===== config.mk =====
export PLATFORM = sky130hd
export DESIGN_NAME = hsf_ctrl
export DESIGN_NICKNAME = d
export VERILOG_FILES = /design/src/hdl/hsf_pkg.sv /design/src/hdl/hsf_ctrl.sv
export SDC_FILE = /design/constraint.sdc
export NUM_CORES = 1
export LEC_CHECK = 0
export ABC_AREA = 0
export BUFFER_PORTS_ARGS = -buffer_cell sky130_fd_sc_hd__buf_2
export CAP_MARGIN = 20
export CELL_PAD_IN_SITES_DETAIL_PLACEMENT = 1
export CELL_PAD_IN_SITES_GLOBAL_PLACEMENT = 1
export CORE_UTILIZATION = 40
export CTS_CLUSTER_DIAMETER = 30
export DETAILED_ROUTE_END_ITERATION = 10
export PLACE_DENSITY_LB_ADDON = 0.15
export SETUP_SLACK_MARGIN = 0.02
export SLEW_MARGIN = 10
export SYNTH_ARGS = -nofsm -noshare
export SYNTH_HDL_FRONTEND = slang
export SYNTH_SLANG_ARGS = --single-unit

===== constraint.sdc =====
create_clock -name clk -period 5.2 [get_ports clk]
set_clock_uncertainty 0.1 [all_clocks]
set_input_delay 1.56 -clock clk [delete_from_list [all_inputs] [get_ports clk]]
set_output_delay 1.56 -clock clk [all_outputs]
set_load 0.02 [all_outputs]

===== src/hdl/hsf_pkg.sv =====
// Package for the Horn-Schunck flow iteration: widths, codes, command and status types.
`default_nettype none
package hsf_pkg;

  localparam int MAX_WIDTH_DEF = 1024;

  localparam int ALPHA_W  = 16;
  localparam int FWIDTH_W = 11;
  localparam int FHEIGHT_W = 16;
  localparam int FLOW_W   = 16;
  localparam int DER_W    = 13;
  localparam int DD_W     = 3 * DER_W;
  localparam int ROW_W    = 16;
  localparam int SUM_W    = 20;
  localparam int N_W      = 33;
  localparam int F_W      = 35;
  localparam int NUM_W    = 56;
  localparam int DEN_W    = 39;
  localparam int DVS_W    = DEN_W + 1;
  localparam int ACC_W    = 64;
  localparam int MB_W     = 21;
  localparam int CNT_W    = 7;
  localparam int TAPS     = 8;
  localparam int MUL_ITERS = MB_W;
  localparam int DIV_ITERS = ACC_W;

  localparam int REG_IDX_W = 2;
  localparam int CFG_DATA_W = 16;
  localparam logic [REG_IDX_W-1:0] REG_ALPHA   = 2'd0;
  localparam logic [REG_IDX_W-1:0] REG_FWIDTH  = 2'd1;
  localparam logic [REG_IDX_W-1:0] REG_FHEIGHT = 2'd2;

  localparam logic REQ_FLUSH = 1'b1;

  typedef enum logic [2:0] {
    ST_CLEAR, ST_IDLE, ST_READ, ST_MUL, ST_PREP, ST_DIV, ST_OUT
  } hsf_state_t;

  typedef enum logic [3:0] {
    MS_AA, MS_XX, MS_YY, MS_XU, MS_YV, MS_FU, MS_NX, MS_FV, MS_NY
  } hsf_mstep_t;

  typedef struct packed {
    logic       clear;
    logic       take;
    logic       rd_en;
    logic [2:0] rd_tap;
    logic       mul_load;
    logic       mul_iter;
    logic       mul_last;
    hsf_mstep_t mul_step;
    logic       prep;
    logic       div_load;
    logic       div_iter;
    logic       out_load;
  } hsf_cmd_t;

  typedef struct packed {
    logic emit;
    logic clr_done;
    logic out_free;
  } hsf_status_t;

  function automatic logic [FLOW_W-1:0] sat_q(input logic neg, input logic [ACC_W-1:0] q);
    logic [ACC_W-1:0] nq;
    nq = ~q + 64'd1;
    if (neg) begin
      sat_q = (q > 64'd32768) ? 16'h8000 : nq[FLOW_W-1:0];
    end else begin
      sat_q = (q > 64'd32767) ? 16'h7fff : q[FLOW_W-1:0];
    end
  endfunction

endpackage
`default_nettype wire


===== src/hdl/hsf_ctrl.sv =====
// Controller state machine sequencing clear, window read, multiply, divide and output.
`default_nettype none
module hsf_ctrl (
  input  wire logic                 clk,
  input  wire logic                 rst,
  input  wire logic                 req_valid,
  output logic                      req_ready,
  input  wire hsf_pkg::hsf_status_t st,
  output hsf_pkg::hsf_cmd_t         cmd
);
  import hsf_pkg::*;

  hsf_state_t       state, state_next;
  logic [CNT_W-1:0] cnt;
  hsf_mstep_t       step;

  always_ff @(posedge clk) begin
    if (rst) begin
      state <= ST_CLEAR;
      cnt   <= '0;
      step  <= MS_AA;
    end else begin
      state <= state_next;
      if (state != state_next) begin
        cnt <= '0;
      end else if (state == ST_MUL && cnt == CNT_W'(MUL_ITERS)) begin
        cnt  <= '0;
        step <= hsf_mstep_t'(step + 4'd1);
      end else begin
        cnt <= cnt + 7'd1;
      end
      if (state == ST_READ) begin
        step <= MS_AA;
      end
    end
  end

  always_comb begin
    state_next = state;
    case (state)
      ST_CLEAR: if (st.clr_done) state_next = ST_IDLE;
      ST_IDLE:  if (req_valid && st.emit) state_next = ST_READ;
      ST_READ:  if (cnt == CNT_W'(TAPS)) state_next = ST_MUL;
      ST_MUL:   if (cnt == CNT_W'(MUL_ITERS) && step == MS_NY) state_next = ST_PREP;
      ST_PREP:  state_next = ST_DIV;
      ST_DIV:   if (cnt == CNT_W'(DIV_ITERS)) state_next = ST_OUT;
      ST_OUT:   if (st.out_free) state_next = ST_IDLE;
      default:  state_next = ST_IDLE;
    endcase
  end

  always_comb begin
    cmd       = '0;
    req_ready = 1'b0;
    case (state)
      ST_CLEAR: cmd.clear = 1'b1;
      ST_IDLE: begin
        req_ready = 1'b1;
        cmd.take  = req_valid;
      end
      ST_READ: begin
        cmd.rd_en  = cnt < CNT_W'(TAPS);
        cmd.rd_tap = cnt[2:0];
      end
      ST_MUL: begin
        cmd.mul_load = cnt == '0;
        cmd.mul_iter = cnt != '0;
        cmd.mul_last = cnt == CNT_W'(MUL_ITERS);
        cmd.mul_step = step;
      end
      ST_PREP: cmd.prep = 1'b1;
      ST_DIV: begin
        cmd.div_load = cnt == '0;
        cmd.div_iter = cnt != '0;
      end
      ST_OUT: cmd.out_load = st.out_free;
      default: cmd = '0;
    endcase
  end
endmodule
`default_nettype wire


==> summary by stage, run 1 <==
Clock tree
The number of hold buffers added after CTS was 0. The number of H-tree levels is 1. Buffers inserted during clock tree synthesis total 3. The library cell used as clock root buffer is sky130_fd_sc_hd__clkbuf_4. TritonCTS built the clock tree. The post-cts gate resize count is 0.

The worst-case clock buffer depth is 2. The clock transition at the registers of the reported paths is 0.08 ns. The number of buffers inserted to repair setup after CTS is 0. The number of clock sinks is 14. Clock latency on the worst-skew pair, taken at its later pin, is 0.29 ns.

Synth
Yosys attributes the largest share of cell area to sky130_fd_sc_hd__dfxtp_1 28%, sky130_fd_sc_hd__ha_1 6.3%, sky130_fd_sc_hd__nor2_1 6.1%, sky130_fd_sc_hd__and2_1 3.8%, sky130_fd_sc_hd__nand3b_1 3.8%. The cell area that synthesis handed to floorplanning was 992 um^2. Synthesis produced a netlist with a net count of 136.

The synthesized design contains 14 register bits. The cell accounting for the most synthesized area is sky130_fd_sc_hd__dfxtp_1. The number of warnings issued by yosys is 0. The commonest cells after synthesis are 16 x sky130_fd_sc_hd__nor2_1, 14 x sky130_fd_sc_hd__dfxtp_1, 8 x sky130_fd_sc_hd__nand2_1.

After synthesis, the netlist uses 43 different library cells. The async set-reset flop share out of synthesis is 0%. The count of flip-flops with a built-in enable after synthesis is 0. The mean instance size in the synthesized netlist is 7.94 um^2.

The most used flip-flop cell after synthesis is sky130_fd_sc_hd__dfxtp_1. The fraction of the yosys area taken by sequential cells is 28.2%. Among all cell types in the netlist, the one instantiated most often is sky130_fd_sc_hd__nor2_1.

The cell count after synthesis came out at 125. After synthesis, the largest area contributor takes up 28.2% of total cell area.

Detailed routing
The post-detailed-route wirelength per cell is 14.2 um. The count of unresolved DRC violations after routing is 0. The starting DRC count in detailed routing is 18. The antenna violation net count after detailed routing is 0. Summed over all layers, the routed wires come to 2440 um.

The mean number of vias per cell is 5.56. The first TritonRoute pass finished after 4 iterations. The routed layout has 956 vias.

Layout
The final design utilization is 49.9%. Compared with the post-synthesis result, the final layout area differs by 14.4%. The repair_antennas step left the layout with diodes totalling 0.

The final layout net count is 157. In the final layout, the share of cells above drive strength 1 is 23.6%. The non-filler instance count after layout is 172.

Power and ir drop
The share of total power consumed by net switching is 33.8%. The relative contribution of sequential cells to total power is 49.4%. The total internal power is 0.163 mW. Power spread over the standard cell area amounts to 217 nW/um^2. The static leakage is 0.482 nW. The worst-case IR drop observed on VDD is 0.157 mV.

The analysis attributes to net switching a power of 0.0835 mW. The share of power burned in the clock network is 26.3%. The relative contribution of combinational cells to total power is 24.3%.

Place
In this run, placement finished with an instance count of 169. Buffers placed on the I/O ports in this run total 23. The placed wire-length estimate after detailed placement is 1870 um. Routability-driven placement finished with a final weighted congestion of 0.781.

Timing
The max-slew violation count is 0. Setup repair after global routing left no endpoint under its margin. The final critical path takes up 71.7% of the cycle. Measured against its own limit, the worst slew margin works out to 54.4%.

The final hold violation count is 0. The worst slack on hold paths is 0.428 ns. Setup violations remaining at the end of the flow were counted as 0.

The clock period minus worst slack is 3.73 ns. Adding up every negative setup slack in the final design gives 0 ns. At the pin with the least slew margin, the transition time is 0.674 ns.

The timing-limited maximum frequency is 0.268 GHz.

Worst setup path
The worst setup path is launched from an input port. The maximum fanout along the worst path is 4. The worst endpoint required time is 3.54 ns. The critical path in this run is classified as input port to primary output. The worst endpoint data arrival time is 2.07 ns. The kind of end point of the critical path is a primary output.

Floorplan
Measured along the y axis, the die boundary spans 51.8 um. The total area inside the core boundary comes to 2280 um^2. The floorplan row count is 17.

During I/O placement, the number of pins put on the boundary was 24. Once the floorplan was initialized, standard cells occupied 43.6% of the core. The area enclosed by the die boundary is 2680 um^2.

The width of the chip is 51.8 um.

Status
The run finished with clean final reports.

GRT
The via count of the first global-routing pass was 912. The global-route wire length before repair is 4150 um. The maximum number of pins on one net before global-route repair is 19. The number of antenna violations at the first check in global routing is 0. Global routing consumed, over all layers together, 21.1% of the routing resources. The global-route congestion overflow total is 0.

Min path
The path class of the tightest hold or removal check is flop to flop.

Run
The number of max-cap violations is 0.
-- metrics by stage --
step,power [mW],worst slack [ns],cell area [um^2]
after global placement,0.183,1.50,1110
after CTS,0.249,1.47,1130
after detailed placement,0.184,1.47,1110
after global routing,0.262,1.43,1130
after floorplan,0.166,1.46,992
final,0.247,1.47,1130
-- power by group through the flow --
stage | clock [mW] | sequential (mW) | combinational (mW)
after floorplan | 0 | 0.118 | 0.0485
after global placement | 0 | 0.124 | 0.0587
after detailed placement | 0 | 0.124 | 0.0597
final | 0.0650 | 0.122 | 0.0599
after CTS | 0.0667 | 0.122 | 0.0603
after global routing | 0.0716 | 0.124 | 0.0665
-- cell type report --
type                       count  area (um^2)
tap                           28         35.0
multi-input combinational     97          656
inverter                       7         26.3
timing repair buffer          23          115
clock buffer                   3         22.5
sequential                    14          280
fill                         298         1140
-- registers in the layout, summed over array words and instances (netlist names) --
register,flops
state,3
step,4
cnt,7
-- routing by layer --
layer / track usage [%] / vias up / wire length [um]
met5: 0 / - / 0
met3: 1.75 / 5 / 78
li1: - / 482 / -
met4: 10.8 / 0 / 51
met2: 34.2 / 21 / 1110
met1: 28.0 / 448 / 1200
-- worst max-delay path: stages --
cell and delay [ns]:
sky130_fd_sc_hd__buf_2 0.10, sky130_fd_sc_hd__nand2_1 0.07, sky130_fd_sc_hd__nor3_1 0.15, sky130_fd_sc_hd__buf_2 0.19
-- layout by cell type, fill, tap and decap left out, types with 2 or more instances in the layout --
master,count
sky130_fd_sc_hd__nor2_1,16
sky130_fd_sc_hd__buf_2,23
sky130_fd_sc_hd__inv_1,7
sky130_fd_sc_hd__dfxtp_1,14
sky130_fd_sc_hd__nor4_1,4
sky130_fd_sc_hd__nand2_1,8
sky130_fd_sc_hd__a21oi_1,3
sky130_fd_sc_hd__nor3_1,6
sky130_fd_sc_hd__o21ai_0,3
sky130_fd_sc_hd__xnor2_1,4
sky130_fd_sc_hd__and2_1,6
sky130_fd_sc_hd__and3_1,2
sky130_fd_sc_hd__nand2b_1,2
sky130_fd_sc_hd__clkbuf_4,3
sky130_fd_sc_hd__xor2_1,3
sky130_fd_sc_hd__ha_1,5
sky130_fd_sc_hd__nand3_1,4
sky130_fd_sc_hd__nor3b_1,3
sky130_fd_sc_hd__nand3b_1,5
-- path summary, 6_finish.rpt --
kind | slack (ns) | from | cells after the start | end
worst max-delay path | 1.47 | st[0] | 4 | cmd[0]
worst min-delay path | 0.43 | step[2] | 2 | step[2]
worst max register to register | 3.20 | step[0] | 6 | cnt[4]
worst min register to register | 0.43 | step[2] | 2 | step[2]
-- logic make-up (layout without fill, tap and decap cells) --
| family | Yosys count | count (layout) | synth area share, % |
|---|---|---|---|
| AND/OR/NAND/NOR | 67 | 67 | 39.0 |
| AO/OA/AOI/OAI | 17 | 17 | 13.6 |
| flip-flops | 14 | 14 | 28.2 |
| buffers and inverters | 14 | 33 | 5.67 |
| XOR/XNOR | 7 | 7 | 6.18 |
| adder cells (fa/ha/maj) | 5 | 5 | 6.31 |
| multiplexers | 1 | 1 | 1.01 |
Power figures use the tool's default switching activity.
==> run 2: changes to the inputs <==
CORE_UTILIZATION = 38   (was 40)
clock period = 3.9 ns   (was 5.2 ns; I/O delays follow)
==> run 2 against run 1 <==
Effect of this change: cell count rose by 1.2%; sequential cell count unchanged; via count is 0.73% higher; die area is 5.1% higher; sequential share of layout area shrank 0.054 points; highest routed layer unchanged.
==> summary by stage, run 2 (synthesis results as in run 1) <==
GRT
The first global-routing pass estimated 3840 um of wire. The total overflow left after global routing is 0. The via count of the first global-routing pass is 831. The aggregate global-route resource usage is 18.9%. The maximum number of pins on one net before global-route repair is 19.

The number of antenna violations at the first check in global routing was 0.

Clock tree
The number of gates resized after CTS was 0. The root buffer cell chosen for the clock tree is sky130_fd_sc_hd__clkbuf_4. The number of clock sinks is 14. The CTS tree is done.

The worst-case clock buffer depth is 2. Clock latency on the worst-skew pair, taken at its later pin, is 0.28 ns. CTS built an H-tree with a depth of 1. After clock tree synthesis, the flow added hold-fix buffers numbering 0. The TritonCTS buffer count is 3.

The number of setup buffers added after CTS is 0. After clock tree synthesis, the clock-pin slew on the worst setup and hold paths is 0.08 ns.

Layout
In the final design database the tool counted 157 nets. The final design utilization is 45.9%. The register with the most flip-flops in the layout has 7 of them. The largest register by flop count is cnt.

Of the cells placed in the final design, the portion with a size suffix greater than 1 is 23.6%. Fill cells in the final layout number 340. In the layout the commonest cells are 23 x sky130_fd_sc_hd__buf_2, 16 x sky130_fd_sc_hd__nor2_1, 14 x sky130_fd_sc_hd__dfxtp_1. Leaving out fill and tap cells, the most frequent cell in the layout is sky130_fd_sc_hd__buf_2. The finished layout holds 174 standard cells, fillers aside. 0 antenna diodes ended up in the layout. The largest registers in the layout are cnt (7), step (4), state (3). The area growth from synthesis to final layout is 14.6%.

Timing
The transition time at the pin with the least slew margin is 0.647 ns. The timing-limited maximum frequency is 0.312 GHz. The clock period could shrink to 3.21 ns.

Headroom to the max-slew limit came out at 56.3%. The max-slew violation count was 0. Setup repair after global routing left no endpoint under its margin. Adding up every negative setup slack in the final design gives 0 ns. The final hold violation count is 0. The worst path uses 82.2% of the clock period. The worst slack on hold paths is 0.428 ns.

The number of setup violations in the final report is 0.

Detailed routing
The starting DRC count in detailed routing is 9. The antenna violation net count after detailed routing is 0. Dividing the detail-routed via count by the number of cells gives 5.53.

In the final routed layout, each cell accounts on average for 14.1 um. Summed over all layers, the routed wires come to 2450 um. The number of search-and-repair iterations in the first detailed-routing pass is 4. The overall via count from detail_route is 963. After detailed routing, the number of remaining DRC violations is 0.

Floorplan
The die covers 2820 um^2. The number of I/O pins is 24. The effective utilization at floorplan is 40.1%. From left edge to right edge, the die measures 53.1 um. After floorplanning, the core was divided into 18 placement rows.

Measured along the y axis, the die boundary spans 53.1 um. The core region is 2480 um^2.

Place
The placed wire-length estimate after detailed placement is 1870 um. The final weighted congestion in routability-driven placement is 0.721. The placed cell count is 171.

The count of input and output buffers is 23.

Min path
The class of the worst hold path is flop to flop.

Worst setup path
STA classifies the critical path endpoint as a primary output. The worst endpoint data arrival time is 1.94 ns. The worst endpoint required time is 2.63 ns. The critical path is of the flop to primary output type. The maximum fanout along the worst path is 6.

The type of element launching the critical path is a flop.

Status
The flow ran to the end, and the final reports show no timing, DRC or antenna violations.

Power and ir drop
The power density over cell area is 286 nW/um^2. The maximum resistive drop on vdd is 0.165 mV. The static leakage is 0.482 nW.

Run
The number of max-cap violations is 0.
==> run 2: metrics by stage <==
step	power (mW)	area (um^2)	worst slack, ns
4_1_cts	0.332	1140	0.674
5_1_grt	0.344	1140	0.547
2_1_floorplan	0.222	992	0.937
6_report	0.326	1140	0.695
3_3_place_gp	0.243	1110	0.983
3_5_place_dp	0.246	1110	0.957
==> run 2: worst paths after layout <==
kind | cells past startpoint | from | endpoint | slack (ns)
setup / recovery | 6 | cnt[0] | cmd[2] | 0.69
hold / removal | 2 | step[2] | step[2] | 0.43
setup reg to reg | 6 | cnt[0] | cnt[4] | 1.86
hold reg to reg | 2 | step[2] | step[2] | 0.43
==> run 2: layer usage <==
| metal | vias to the layer above | track usage (%) | part of all wire (%) |
|---|---|---|---|
| met1 | 458 | 25.9 | 50 |
| met5 | - | 0 | 0 |
| met4 | 0 | 6.58 | 1.4 |
| li1 | 483 | - | - |
| met2 | 19 | 28.9 | 44 |
| met3 | 3 | 3.74 | 4.1 |
==> run 2: cell type report <==
type                    instances  area [um^2]  area share, %
multi-input cells              97          656           57.6
well taps                      30         37.5           3.30
flip-flops and latches         14          280           24.6
repair buffers                 23          115           10.1
inverters                       7         26.3           2.31
clock buffers                   3         22.5           1.98
==> run 2: power by group <==
part	leakage (nW)	switching [mW]	internal (mW)	total, mW
registers	0.114	0.0141	0.149	0.163
clock network	0.0138	0.0470	0.0359	0.0829
logic	0.354	0.0470	0.0328	0.0798
==> run 2: worst max-delay path: stages (launching register included) <==
cell and delay [ns]:
sky130_fd_sc_hd__dfxtp_1 0.37, sky130_fd_sc_hd__inv_1 0.08, sky130_fd_sc_hd__ha_1 0.15, sky130_fd_sc_hd__nor4b_1 0.54
sky130_fd_sc_hd__nand2_1 0.17, sky130_fd_sc_hd__nor2_1 0.15, sky130_fd_sc_hd__buf_2 0.19
